**config.mk**
```make
export PLATFORM = sky130hd
export DESIGN_NAME = instrument_link_frame_receiver_core
export DESIGN_NICKNAME = d
export VERILOG_FILES = /design/src/rtl/core/ilfr_pkg.sv /design/src/rtl/core/ilfr_reply_queue.sv /design/src/rtl/core/instrument_link_frame_receiver_core.sv
export SDC_FILE = /design/constraint.sdc
export NUM_CORES = 1
export LEC_CHECK = 0
export BUFFER_PORTS_ARGS = -buffer_cell sky130_fd_sc_hd__buf_2
export CAP_MARGIN = 20
export CORE_ASPECT_RATIO = 0.5
export CORE_MARGIN = 3
export CORE_UTILIZATION = 50
export CTS_CLUSTER_DIAMETER = 60
export CTS_CLUSTER_SIZE = 12
export DETAILED_ROUTE_END_ITERATION = 12
export GPL_TIMING_DRIVEN = 0
export PLACE_DENSITY = 0.68
export SETUP_SLACK_MARGIN = 0.15
export SLEW_MARGIN = 20
export SYNTH_ARGS = -nofsm -noshare
export SYNTH_HDL_FRONTEND = slang
export SYNTH_SLANG_ARGS = --single-unit
```
**constraint.sdc**
```tcl
create_clock -name clk -period 6.25 [get_ports clk]
set_clock_uncertainty 0.2 [all_clocks]
set_input_delay 0.625 -clock clk [delete_from_list [all_inputs] [get_ports clk]]
set_output_delay 0.625 -clock clk [all_outputs]
set_load 0.05 [all_outputs]
```
**src/rtl/core/ilfr_pkg.sv**
```systemverilog
// Types and constants shared by the instrument link frame receiver modules.
package ilfr_pkg;

  // Link control characters.
  localparam logic [7:0] CH_SOH   = 8'd1;
  localparam logic [7:0] CH_STX   = 8'd2;
  localparam logic [7:0] CH_ETX   = 8'd3;
  localparam logic [7:0] CH_EOT   = 8'd4;
  localparam logic [7:0] CH_ENQ   = 8'd5;
  localparam logic [7:0] CH_ACK   = 8'd6;
  localparam logic [7:0] CH_SPACE = 8'h20;
  localparam logic [7:0] CH_I     = 8'h49;
  localparam logic [7:0] CH_D     = 8'h44;
  localparam logic [7:0] CH_R     = 8'h52;
  localparam logic [7:0] CH_W     = 8'h57;
  localparam logic [7:0] CH_P     = 8'h50;

  // Error codes reported in error_code.
  localparam logic [2:0] ERR_NONE     = 3'd0;
  localparam logic [2:0] ERR_TIMEOUT  = 3'd1;
  localparam logic [2:0] ERR_BADREPLY = 3'd2;
  localparam logic [2:0] ERR_SOH      = 3'd3;
  localparam logic [2:0] ERR_TYPE     = 3'd4;
  localparam logic [2:0] ERR_STX      = 3'd5;
  localparam logic [2:0] ERR_ETX      = 3'd6;
  localparam logic [2:0] ERR_OVERFLOW = 3'd7;

  // Configuration register indexes.
  localparam logic [2:0] CFG_REQUEST_RBC     = 3'd0;
  localparam logic [2:0] CFG_REQUEST_WBC     = 3'd1;
  localparam logic [2:0] CFG_REQUEST_PLT     = 3'd2;
  localparam logic [2:0] CFG_CONNECT_TIMEOUT = 3'd3;
  localparam logic [2:0] CFG_BUFFER_LIMIT    = 3'd4;

  localparam logic [15:0] TIMEOUT_RESET = 16'd10000;
  localparam logic [14:0] LIMIT_RESET   = 15'd16384;

  typedef enum logic [1:0] {
    CMD_BYTE       = 2'd0,
    CMD_TICK       = 2'd1,
    CMD_CONNECT    = 2'd2,
    CMD_DISCONNECT = 2'd3
  } cmd_t;

  typedef enum logic [1:0] {
    LINK_IDLE       = 2'd0,
    LINK_CONNECTING = 2'd1,
    LINK_CONNECTED  = 2'd2,
    LINK_FAULT      = 2'd3
  } link_mode_t;

  typedef enum logic [2:0] {
    PKT_I = 3'd0,
    PKT_D = 3'd1,
    PKT_R = 3'd2,
    PKT_W = 3'd3,
    PKT_P = 3'd4
  } pkt_type_t;

  typedef struct packed {
    logic [1:0] cmd;
    logic [7:0] rx_byte;
  } in_item_t;

  typedef struct packed {
    logic        tx_valid;
    logic [7:0]  tx_byte;
    logic        last;
    logic [1:0]  link_state;
    logic [2:0]  error_code;
    logic [15:0] package_count;
  } out_item_t;

  // Everything one input item answers with: one item (status only or a single byte) or a three byte reply.
  typedef struct packed {
    logic            tx_valid;
    logic            triple;
    logic [2:0][7:0] tx_bytes;
    logic [1:0]      link_state;
    logic [2:0]      error_code;
    logic [15:0]     package_count;
  } reply_t;

endpackage

```
**src/rtl/core/ilfr_reply_queue.sv**
```systemverilog
// Two-entry reply queue that spreads each reply over one or three output items.
module ilfr_reply_queue (
  input  logic                clk,
  input  logic                rst,
  input  logic                push,
  input  ilfr_pkg::reply_t    push_data,
  output logic                full,
  output logic                rsp_valid,
  input  logic                rsp_stall,
  output ilfr_pkg::out_item_t rsp_item
);
  import ilfr_pkg::*;

  reply_t     slots [2];
  logic       head;
  logic       tail;
  logic [1:0] count;
  logic [1:0] sub;
  reply_t     cur;
  logic       last_item;
  logic       pop;

  assign cur       = slots[head];
  assign last_item = !cur.triple || (sub == 2'd2);
  assign rsp_valid = (count != 2'd0);
  assign full      = (count == 2'd2);
  assign pop       = rsp_valid && !rsp_stall && last_item;

  always_comb begin
    rsp_item.tx_valid      = cur.tx_valid;
    rsp_item.tx_byte       = cur.tx_bytes[sub];
    rsp_item.last          = last_item;
    rsp_item.link_state    = cur.link_state;
    rsp_item.error_code    = cur.error_code;
    rsp_item.package_count = cur.package_count;
  end

  always_ff @(posedge clk) begin
    if (push) begin
      slots[tail] <= push_data;
    end
  end

  always_ff @(posedge clk) begin
    if (rst) begin
      head  <= 1'b0;
      tail  <= 1'b0;
      count <= 2'd0;
      sub   <= 2'd0;
    end else begin
      if (push) begin
        tail <= ~tail;
      end
      if (pop) begin
        head <= ~head;
        sub  <= 2'd0;
      end else if (rsp_valid && !rsp_stall) begin
        sub <= sub + 2'd1;
      end
      count <= count + {1'b0, push} - {1'b0, pop};
    end
  end

endmodule

```
**src/rtl/core/instrument_link_frame_receiver_core.sv**
```systemverilog
// Top level of the instrument link frame receiver: link state, package checks, replies.
//
//   channel  direction  handshake             payload
//   req      in         req_valid/req_stall   req_item (cmd, rx_byte)
//   rsp      out        rsp_valid/rsp_stall   rsp_item (tx byte and link status)
//   cfg      in         cfg_we                cfg_index, cfg_data
//
// One item is accepted per cycle while req_stall is low. Its whole effect on the link
// state is computed in the cycle it is accepted, and its reply is written into a
// two-entry queue. A reply is one output item, or three items for the acknowledge of
// a good package, so the output port, one item per cycle while rsp_stall is low, sets
// the pace. req_stall is high only while both queue entries are taken; it is decoded
// from the queue count register only. Reset is synchronous and clears the link state,
// the counters and the queue, and returns the configuration registers to their defaults.
module instrument_link_frame_receiver_core (
  input  logic                clk,
  input  logic                rst,
  input  logic                req_valid,
  output logic                req_stall,
  input  ilfr_pkg::in_item_t  req_item,
  output logic                rsp_valid,
  input  logic                rsp_stall,
  output ilfr_pkg::out_item_t rsp_item,
  input  logic                cfg_we,
  input  logic [2:0]          cfg_index,
  input  logic [15:0]         cfg_data
);
  import ilfr_pkg::*;

  // Configuration registers.
  logic        request_rbc;
  logic        request_wbc;
  logic        request_plt;
  logic [15:0] connect_timeout;
  logic [14:0] buffer_limit;

  // Link and package state.
  link_mode_t  link_mode,      link_mode_next;
  logic [2:0]  last_error,     last_error_next;
  logic [15:0] wait_ticks,     wait_ticks_next;
  logic [14:0] byte_position,  byte_position_next;
  logic [7:0]  message_id,     message_id_next;
  pkt_type_t   package_type,   package_type_next;
  logic        end_text_seen,  end_text_seen_next;
  logic [2:0]  pending_error,  pending_error_next;
  logic [15:0] valid_packages, valid_packages_next;

  logic        accept;
  logic        queue_full;
  cmd_t        cmd;
  logic [7:0]  rx;
  reply_t      reply;
  logic        send_enq;
  logic        send_ack;
  logic        fail;
  logic [2:0]  fail_code;
  logic [7:0]  letter;
  logic [15:0] ticks_inc;

  assign req_stall = queue_full;
  assign accept    = req_valid && !req_stall;
  assign cmd       = cmd_t'(req_item.cmd);
  assign rx        = req_item.rx_byte;
  assign ticks_inc = wait_ticks + 16'd1;

  // Next state for the accepted item. A failure goes to the fault state and drops the
  // package in progress, whatever caused it.
  always_comb begin
    link_mode_next      = link_mode;
    last_error_next     = last_error;
    wait_ticks_next     = wait_ticks;
    byte_position_next  = byte_position;
    message_id_next     = message_id;
    package_type_next   = package_type;
    end_text_seen_next  = end_text_seen;
    pending_error_next  = pending_error;
    valid_packages_next = valid_packages;
    send_enq            = 1'b0;
    send_ack            = 1'b0;
    fail                = 1'b0;
    fail_code           = ERR_NONE;
    letter              = CH_SPACE;

    unique case (cmd)
      CMD_CONNECT: begin
        if (link_mode == LINK_IDLE || link_mode == LINK_FAULT) begin
          link_mode_next     = LINK_CONNECTING;
          last_error_next    = ERR_NONE;
          wait_ticks_next    = 16'd0;
          byte_position_next = 15'd0;
          message_id_next    = 8'd0;
          package_type_next  = PKT_I;
          end_text_seen_next = 1'b0;
          pending_error_next = ERR_NONE;
          send_enq           = 1'b1;
        end
      end
      CMD_DISCONNECT: begin
        link_mode_next     = LINK_IDLE;
        wait_ticks_next    = 16'd0;
        byte_position_next = 15'd0;
        message_id_next    = 8'd0;
        package_type_next  = PKT_I;
        end_text_seen_next = 1'b0;
        pending_error_next = ERR_NONE;
      end
      CMD_TICK: begin
        if (link_mode == LINK_CONNECTING) begin
          wait_ticks_next = ticks_inc;
          if (ticks_inc >= connect_timeout) begin
            fail      = 1'b1;
            fail_code = ERR_TIMEOUT;
          end
        end
      end
      CMD_BYTE: begin
        if (link_mode == LINK_CONNECTING) begin
          if (rx == CH_ACK) begin
            link_mode_next     = LINK_CONNECTED;
            byte_position_next = 15'd0;
            message_id_next    = 8'd0;
            package_type_next  = PKT_I;
            end_text_seen_next = 1'b0;
            pending_error_next = ERR_NONE;
          end else begin
            fail      = 1'b1;
            fail_code = ERR_BADREPLY;
          end
        end else if (link_mode == LINK_CONNECTED) begin
          if (byte_position >= buffer_limit) begin
            fail      = 1'b1;
            fail_code = ERR_OVERFLOW;
          end else begin
            // Only the first header error of a package is kept; it is reported at EOT.
            if (pending_error == ERR_NONE) begin
              if (rx == CH_EOT && byte_position >= 15'd1 && byte_position <= 15'd3) begin
                pending_error_next = ERR_STX;
              end else if (byte_position == 15'd0) begin
                if (rx != CH_SOH) begin
                  pending_error_next = ERR_SOH;
                end
              end else if (byte_position == 15'd1) begin
                message_id_next = rx;
              end else if (byte_position == 15'd2) begin
                unique case (rx)
                  CH_I:    package_type_next = PKT_I;
                  CH_D:    package_type_next = PKT_D;
                  CH_R:    package_type_next = PKT_R;
                  CH_W:    package_type_next = PKT_W;
                  CH_P:    package_type_next = PKT_P;
                  default: pending_error_next = ERR_TYPE;
                endcase
              end else if (byte_position == 15'd3) begin
                if (rx != CH_STX) begin
                  pending_error_next = ERR_STX;
                end
              end else if (rx == CH_ETX) begin
                end_text_seen_next = 1'b1;
              end
            end
            byte_position_next = byte_position + 15'd1;
            if (rx == CH_EOT) begin
              if (pending_error_next != ERR_NONE) begin
                fail      = 1'b1;
                fail_code = pending_error_next;
              end else if (!end_text_seen_next) begin
                fail      = 1'b1;
                fail_code = ERR_ETX;
              end else begin
                send_ack            = 1'b1;
                valid_packages_next = valid_packages + 16'd1;
                byte_position_next  = 15'd0;
                message_id_next     = 8'd0;
                package_type_next   = PKT_I;
                end_text_seen_next  = 1'b0;
                pending_error_next  = ERR_NONE;
              end
            end
          end
        end
      end
      default: begin
      end
    endcase

    if (fail) begin
      link_mode_next     = LINK_FAULT;
      last_error_next    = fail_code;
      byte_position_next = 15'd0;
      message_id_next    = 8'd0;
      package_type_next  = PKT_I;
      end_text_seen_next = 1'b0;
      pending_error_next = ERR_NONE;
    end

    // The request letter follows the type of the package just acknowledged. An EOT that
    // is acknowledged comes after the header, so the type and the message id still sit
    // in their registers while the next values are already cleared.
    unique case (package_type)
      PKT_D:   letter = request_rbc ? CH_R : CH_SPACE;
      PKT_R:   letter = request_wbc ? CH_W : CH_SPACE;
      PKT_W:   letter = request_plt ? CH_P : CH_SPACE;
      default: letter = CH_SPACE;
    endcase

    reply.tx_valid      = send_enq || send_ack;
    reply.triple        = send_ack;
    reply.tx_bytes[0]   = send_ack ? CH_ACK : (send_enq ? CH_ENQ : 8'd0);
    reply.tx_bytes[1]   = letter;
    reply.tx_bytes[2]   = message_id;
    reply.link_state    = link_mode_next;
    reply.error_code    = last_error_next;
    reply.package_count = valid_packages_next;
  end

  always_ff @(posedge clk) begin
    if (rst) begin
      request_rbc     <= 1'b0;
      request_wbc     <= 1'b0;
      request_plt     <= 1'b0;
      connect_timeout <= TIMEOUT_RESET;
      buffer_limit    <= LIMIT_RESET;
    end else if (cfg_we) begin
      unique case (cfg_index)
        CFG_REQUEST_RBC:     request_rbc     <= cfg_data[0];
        CFG_REQUEST_WBC:     request_wbc     <= cfg_data[0];
        CFG_REQUEST_PLT:     request_plt     <= cfg_data[0];
        CFG_CONNECT_TIMEOUT: connect_timeout <= cfg_data;
        CFG_BUFFER_LIMIT:    buffer_limit    <= cfg_data[14:0];
        default: begin
        end
      endcase
    end
  end

  always_ff @(posedge clk) begin
    if (rst) begin
      link_mode      <= LINK_IDLE;
      last_error     <= ERR_NONE;
      wait_ticks     <= 16'd0;
      byte_position  <= 15'd0;
      message_id     <= 8'd0;
      package_type   <= PKT_I;
      end_text_seen  <= 1'b0;
      pending_error  <= ERR_NONE;
      valid_packages <= 16'd0;
    end else if (accept) begin
      link_mode      <= link_mode_next;
      last_error     <= last_error_next;
      wait_ticks     <= wait_ticks_next;
      byte_position  <= byte_position_next;
      message_id     <= message_id_next;
      package_type   <= package_type_next;
      end_text_seen  <= end_text_seen_next;
      pending_error  <= pending_error_next;
      valid_packages <= valid_packages_next;
    end
  end

  ilfr_reply_queue u_queue (
    .clk       (clk),
    .rst       (rst),
    .push      (accept),
    .push_data (reply),
    .full      (queue_full),
    .rsp_valid (rsp_valid),
    .rsp_stall (rsp_stall),
    .rsp_item  (rsp_item)
  );

`ifndef NO_ASSERTIONS
  // A connect from the idle state always starts the handshake.
  a_connect_starts: assert property (@(posedge clk) disable iff (rst)
    accept && cmd == CMD_CONNECT && link_mode == LINK_IDLE |=> link_mode == LINK_CONNECTING)
    else $error("connect from idle did not enter connecting");

  // Package bookkeeping only lives while the link is connected.
  a_package_scope: assert property (@(posedge clk) disable iff (rst)
    (pending_error != ERR_NONE || byte_position != 15'd0) |-> link_mode == LINK_CONNECTED)
    else $error("package state outside a connected link");

  // A session in progress carries no error.
  a_session_clean: assert property (@(posedge clk) disable iff (rst)
    (link_mode == LINK_CONNECTING || link_mode == LINK_CONNECTED) |-> last_error == ERR_NONE)
    else $error("error code set during a live session");

  // An item without a byte to send is always the only item of its reply.
  a_status_single: assert property (@(posedge clk) disable iff (rst)
    rsp_valid && !rsp_item.tx_valid |-> rsp_item.last)
    else $error("status item not marked last");
`endif

endmodule

```
[Yosys cells after proc, flatten, opt, wreduce, memory -nomap -nowiden]
Memories as Yosys holds them, arrays and structs flattened. A register that Yosys moved wholly into a read port is not among the register bits.
Index checks and enable logic that the tools add are counted.
Storage, ports and cells
  bits in registers: 107
  logic and storage cells: 235
  bits of input ports: 34
  RAM bits: 82
  memories: 1
  output and inout port bits: 33
Memories
  u_queue.slots: words 2, width 41, rd ports 1, clocked after memory_dff 1, write ports 1, RTL line ilfr_reply_queue.sv:14  | reply_t slots [2];
Cells by class
  multiplexer cells: 140
  equal/unequal tests: 34
  bitwise operators: 2
  reductions and logical operators: 29
  add/sub/neg operators: 6
  $lt $le $gt $ge: 5
Operators with widths (count)
  16-bit two-way mux: 9
  15-bit two-way mux: 9
  3-bit two-way mux: 45
  8-bit two-way mux: 14
  16-bit case mux with 3 select lines: 1
  15-bit case mux with 3 select lines: 1
  1-bit two-way mux: 43
  8-bit by 7-bit == test with 1-bit output (second input constant): 5
  16-bit by 1-bit adder with 16-bit output (second input constant): 2
  15-bit by 2-bit == test with 1-bit output (second input constant): 2
  8-bit case mux with 3 select lines: 1
  7-bit two-way mux: 3
  7-bit case mux with 3 select lines: 1
  3-bit case mux with 3 select lines: 2
  8-bit binary-select mux with 2-bit select: 1
  8-bit by 3-bit == test with 1-bit output (second input constant): 2
  16-bit greater-or-equal comparator: 1
  15-bit by 1-bit adder with 15-bit output (second input constant): 1
  15-bit by 1-bit == test with 1-bit output (second input constant): 1
  15-bit by 1-bit greater-or-equal comparator with 1-bit output (second input constant): 1
  15-bit greater-or-equal comparator: 1
  15-bit by 2-bit less-or-equal comparator with 1-bit output (second input constant): 1
  15-bit logical NOT: 1
  3-bit case mux with 5 select lines: 1
  34 further kinds: 67

[Depth between registers and ports, before layout]
  depth after elaboration: 21
  depth in mapped cells: 16
  gate-level depth less buffers: 15

[Cells and area by module]
A second synthesis with hierarchy kept.
Second synthesis, totals
  cell total of the unflattened synthesis: 996
  area, all modules: 10058.4 um2
By module, submodules not included
  instrument_link_frame_receiver_core: sequential area each 2021.9 um2, area an instance 6238.5 um2, times used 1, cells each 801
  ilfr_reply_queue: sequential area each 2962.8 um2, area an instance 3819.9 um2, times used 1, cells each 195

[Worst setup path before layout]
Ideal clock, no wire load.
  path type: register to register
  start: reg wait_ticks[0]
  end: mem u_queue.slots[0][19] in the netlist's numbering, data pin
  required time: 5.785 ns
  stages on the path, launching flop included: 16
  setup slack: 2.078 ns
  clock period less this slack: 4.172 ns
  path buffers: 1
  setup time: 0.265 ns
  arrival: 3.707 ns
  path through: dfxtp_1 > ha_1 > nand3_1 > nor3_1 > and3_1 > and3_1 > nand3_1 > xnor2_1 > ha_1 > a21o_1 > a21oi_1 > o311a_1 > a211oi_1 > or3b_2 > clkbuf_1 > or2_2
Between the ends
  cells in the longest elaborated chain, start to end: 6
RTL lines
  start: declaration: RTL line instrument_link_frame_receiver_core.sv:40  | logic [15:0] wait_ticks, wait_ticks_next;
  start signal: assignment: RTL line instrument_link_frame_receiver_core.sv:250  | wait_ticks <= wait_ticks_next;
  16-bit by 1-bit adder with 16-bit output: RTL line instrument_link_frame_receiver_core.sv:64  | assign ticks_inc = wait_ticks + 16'd1;
  16-bit greater-or-equal comparator: RTL line instrument_link_frame_receiver_core.sv:110  | if (ticks_inc >= connect_timeout) begin
  1-bit two-way mux: RTL line instrument_link_frame_receiver_core.sv:110
  1-bit two-way mux: RTL line instrument_link_frame_receiver_core.sv:108  | if (link_mode == LINK_CONNECTING) begin
  1-bit case mux with 2 select lines: RTL line instrument_link_frame_receiver_core.sv:84  | unique case (cmd)
  2-bit two-way mux: RTL line instrument_link_frame_receiver_core.sv:186  | if (fail) begin
  named net link_mode_next[0]: RTL line instrument_link_frame_receiver_core.sv:38  | link_mode_t link_mode, link_mode_next;
  end: declaration: RTL line ilfr_reply_queue.sv:14
The timed path passes the listed nets, and every way through them passes these cells.

[Worst setup path in the final report]
  start: reg wait_ticks[0]
  end: reg pending_error[2]
Between the ends
  cells in the longest elaborated chain, start to end: 7
  elaborated cells on any way between the ends: 12
  classes of those cells: add/sub: 1; order compare: 1; eq/ne: 4; mux: 4; reduce/logical: 2
RTL lines
  16-bit by 1-bit adder with 16-bit output (*): RTL line instrument_link_frame_receiver_core.sv:64
  16-bit greater-or-equal comparator (*): RTL line instrument_link_frame_receiver_core.sv:110
  1-bit two-way mux (*): RTL line instrument_link_frame_receiver_core.sv:110
  1-bit two-way mux (*): RTL line instrument_link_frame_receiver_core.sv:108
  1-bit case mux with 2 select lines (*): RTL line instrument_link_frame_receiver_core.sv:84
  4-bit != test (no line), or another cell as far along
  6-bit AND reduction (no line)
  end signal: assignment: RTL line instrument_link_frame_receiver_core.sv:255  | pending_error <= pending_error_next;
  end: declaration: RTL line instrument_link_frame_receiver_core.sv:45  | logic [2:0] pending_error, pending_error_next;
Mark *: on every way between the ends. The rest lies on a longest branch, timed or not.
A chain may end at the register's enable or synchronous reset.

==> qor.csv <==
metric;value;unit
fraction of registers with async set/reset;0;
RSZ-0062 raised after global routing;no;
Worst Path Required;6.44;ns
placed insts;1267;
syn nets;1044;
RePlAce Congestion;0.9053;
DR DRC count;0;
multi-input logic area;4468;sq um
VDD IR max;0.2069;mV
grt ovf;0;
YS warnings;0;
Via Count;7310;
Worst Tran Pin Value;1.009;ns
fin nets;1129;
register area;4324;sq um
CP max stage cell;nor3_1;
endpoint class of the critical path;flip-flop;
Clk pin slew, worst setup/hold paths;0.08;ns
CP Cell Sequence;ha_1 > nand3_1 > nor3_1 > and3_1 > and3_1 > nand3_1 > xnor2_1 > ha_1 > a21o_1 > a21oi_1 > o311a_1 > a211oi_1 > o41a_1 > nor2_1 > clkbuf_1 > o22a_1;
max-cap violation count;0;
Final Hold Viols;0;
antenna viol nets, final;0;
setup tns final;0;ns
Synth Instances;967;
non-filler cells, final;1299;
Slowest Stage Delay on Critical Path;0.49;ns
IO buf count;64;
vias per inst;5.627;
wire length of the first global-routing pass;34.68;mm
Post-CTS Setup Inserts;0;
die height;101.6;um
commonest non-fill, non-tap cells in the layout;132 x nand2_1, 108 x dfxtp_1, 84 x nor2_1;
I/O pins;67;
DR iter-0 viols;560;
ant diodes;0;
Pre-antenna DRT Iters;5;
Yosys reg bits;180;
area grow syn2layout;14.11;%
status;completed;
Static Leak;4.095;nW
Starting Density;0.5177;
clk_lat worst skew;0.44;ns
Crit path arrival time;5.41;ns
# fillers;1511;
final slew viol count;0;
core box area;17650;sq um
die area;20040;sq um
critical path class;reg2reg;
Post-synth EDFFs;72;
clk sinks;180;
largest net degree at the start of global routing;24;
root buf cell;clkbuf_16;
CTS tree;yes;
Cell variety after synth;67;
Max-slew headroom;0.3209;
half-perimeter wire length after placement;15.79;mm
share of post-route cells with drive strength above 1;0.1446;
# rows;34;
GRT Overall Usage;0.2183;
fmax;191.5;MHz
Setup crit start kind;flip-flop;
cts hold-fix bufs;0;
worst-path maximum fanout;10;
final setup fails;0;
Post-Place Setup Slack;1.148;ns
total wire length;21.26;mm
Setup WS post-layout;1.029;ns
Period minus WS final;5.221;ns
mapped cell area;9140;sq um
post_cts resized;0;
Num CTS Buffers;17;
register area share after synthesis;0.4731;
synthesized area per cell;9.452;sq um
WL/cell;16.37;um
HP Class;in2reg;
Final Power;0.003199;W
period utilisation layout;0.8353;
die span in x;197.2;um
Most used DFF post-synth;dfxtp_1;
Pwr Density;306.7;nW/um^2
commonest non-fill, non-tap cell in the layout;nand2_1;
vias in the first global route;6891;
initial antenna violation count;0;
clk buf depth;2;
H-tree levels;4;
worst max-delay path: cells and delay by family (launching register included):
family          cells  cell delay, ns
xor+xnor            1            0.24
simple gates        6            1.69
flops               1            0.43
buf+inv             1            0.47
fa+ha+maj           2            0.56
compound gates      6            1.55
synth_stat cells (all sizes together) (4+ instances only):
library cell | instances | area [sq um]
mux2i | 15 | 150.1
buf | 13 | 70.07
a211o | 15 | 131.4
o32ai | 4 | 35.03
and3 | 22 | 137.6
ha | 43 | 538.0
or3b | 4 | 35.03
nor2 | 85 | 319.1
or3 | 10 | 62.56
or4 | 4 | 33.78
nand2b | 10 | 62.56
a22oi | 9 | 67.56
o31ai | 4 | 30.03
nand3 | 24 | 120.1
a31oi | 5 | 31.28
a211oi | 7 | 52.55
nand2 | 132 | 495.5
xor2 | 17 | 148.9
nor3 | 34 | 181.4
o21ai | 27 | 135.1
o22ai | 4 | 25.02
o211ai | 7 | 52.55
mux2 | 26 | 292.8
nand3b | 4 | 30.03
edfxtp | 72 | 2162
nor4 | 14 | 93.84
a21o | 12 | 90.09
inv | 51 | 191.4
nor2b | 12 | 75.07
xnor2 | 25 | 219.0
a31o | 5 | 43.79
clkbuf | 27 | 101.4
a21oi | 57 | 285.3
dfxtp | 108 | 2162
nand4 | 9 | 56.30
or2 | 10 | 62.56
registers in the layout, indices dropped and copies added (netlist names), 2 cells and up, named ones only:
name             flops
byte_position       15
last_error           3
u_queue.slots       72
buffer_limit        15
link_mode            2
u_queue.count        2
pending_error        3
package_type         3
u_queue.sub          2
message_id           8
wait_ticks          16
connect_timeout     16
valid_packages      16
area by class of cell:
cell class	instances	area share
sequential	180	0.4146
timing repair buffer	66	0.03599
inverter	51	0.01835
multi-input combinational	696	0.4284
tap	234	0.02807
buffer	40	0.01643
clock inverter	15	0.01739
clock buffer	17	0.04079
worst paths after layout:
| path | startpoint | endpoint | slack (ns) | depth (start not counted) |
|---|---|---|---|---|
| setup / recovery | wait_ticks[0] | pending_error[2] | 1.03 | 16 |
| hold reg to reg | message_id[7] | u_queue.slots[0][38] | 0.26 | 0 |
| setup reg to reg | wait_ticks[0] | pending_error[2] | 1.03 | 16 |
| hold / removal | req_item[7] | message_id[7] | 0.23 | 3 |
cell families after synthesis:
| family | after synthesis | synth area share |
|---|---|---|
| AOI/OAI and AO/OA | 187 | 0.1391 |
| xor gates and xnor gates | 42 | 0.04025 |
| muxes | 41 | 0.04846 |
| and+or+nand+nor | 383 | 0.2005 |
| DFF | 180 | 0.4731 |
| adders and majority gates | 43 | 0.05886 |
| buffers and inverters | 91 | 0.03970 |
per-stage QoR:
step | instance area (sq um) | hold WS [ns] | util
after floorplan | 9140 | 0.2254 | -
after global placement | 9753 | 0.2356 | 0.5524
after detailed placement | 9823 | 0.2467 | 0.5564
after CTS | 10430 | 0.2113 | 0.5908
after global routing | 10430 | 0.2307 | 0.5908
final | 10430 | 0.2297 | 0.5908
routing by layer:
metal / track usage / share of wire / wire [um] / up-vias
met5: 0 / 0 / 0 / -
met4: 0.06400 / 0.013 / 280 / 0
met3: 0.04021 / 0.061 / 1303 / 27
met2: 0.3391 / 0.44 / 9316 / 191
met1: 0.3143 / 0.49 / 10360 / 3444
li1: - / - / - / 3648
report_power, final:
| part | switching (W) | internal [W] |
|---|---|---|
| registers | 0.0000312 | 0.00133 |
| clock network | 0.000516 | 0.000576 |
| logic | 0.000528 | 0.000218 |
No activity file was read; power rests on OpenSTA's default activity.
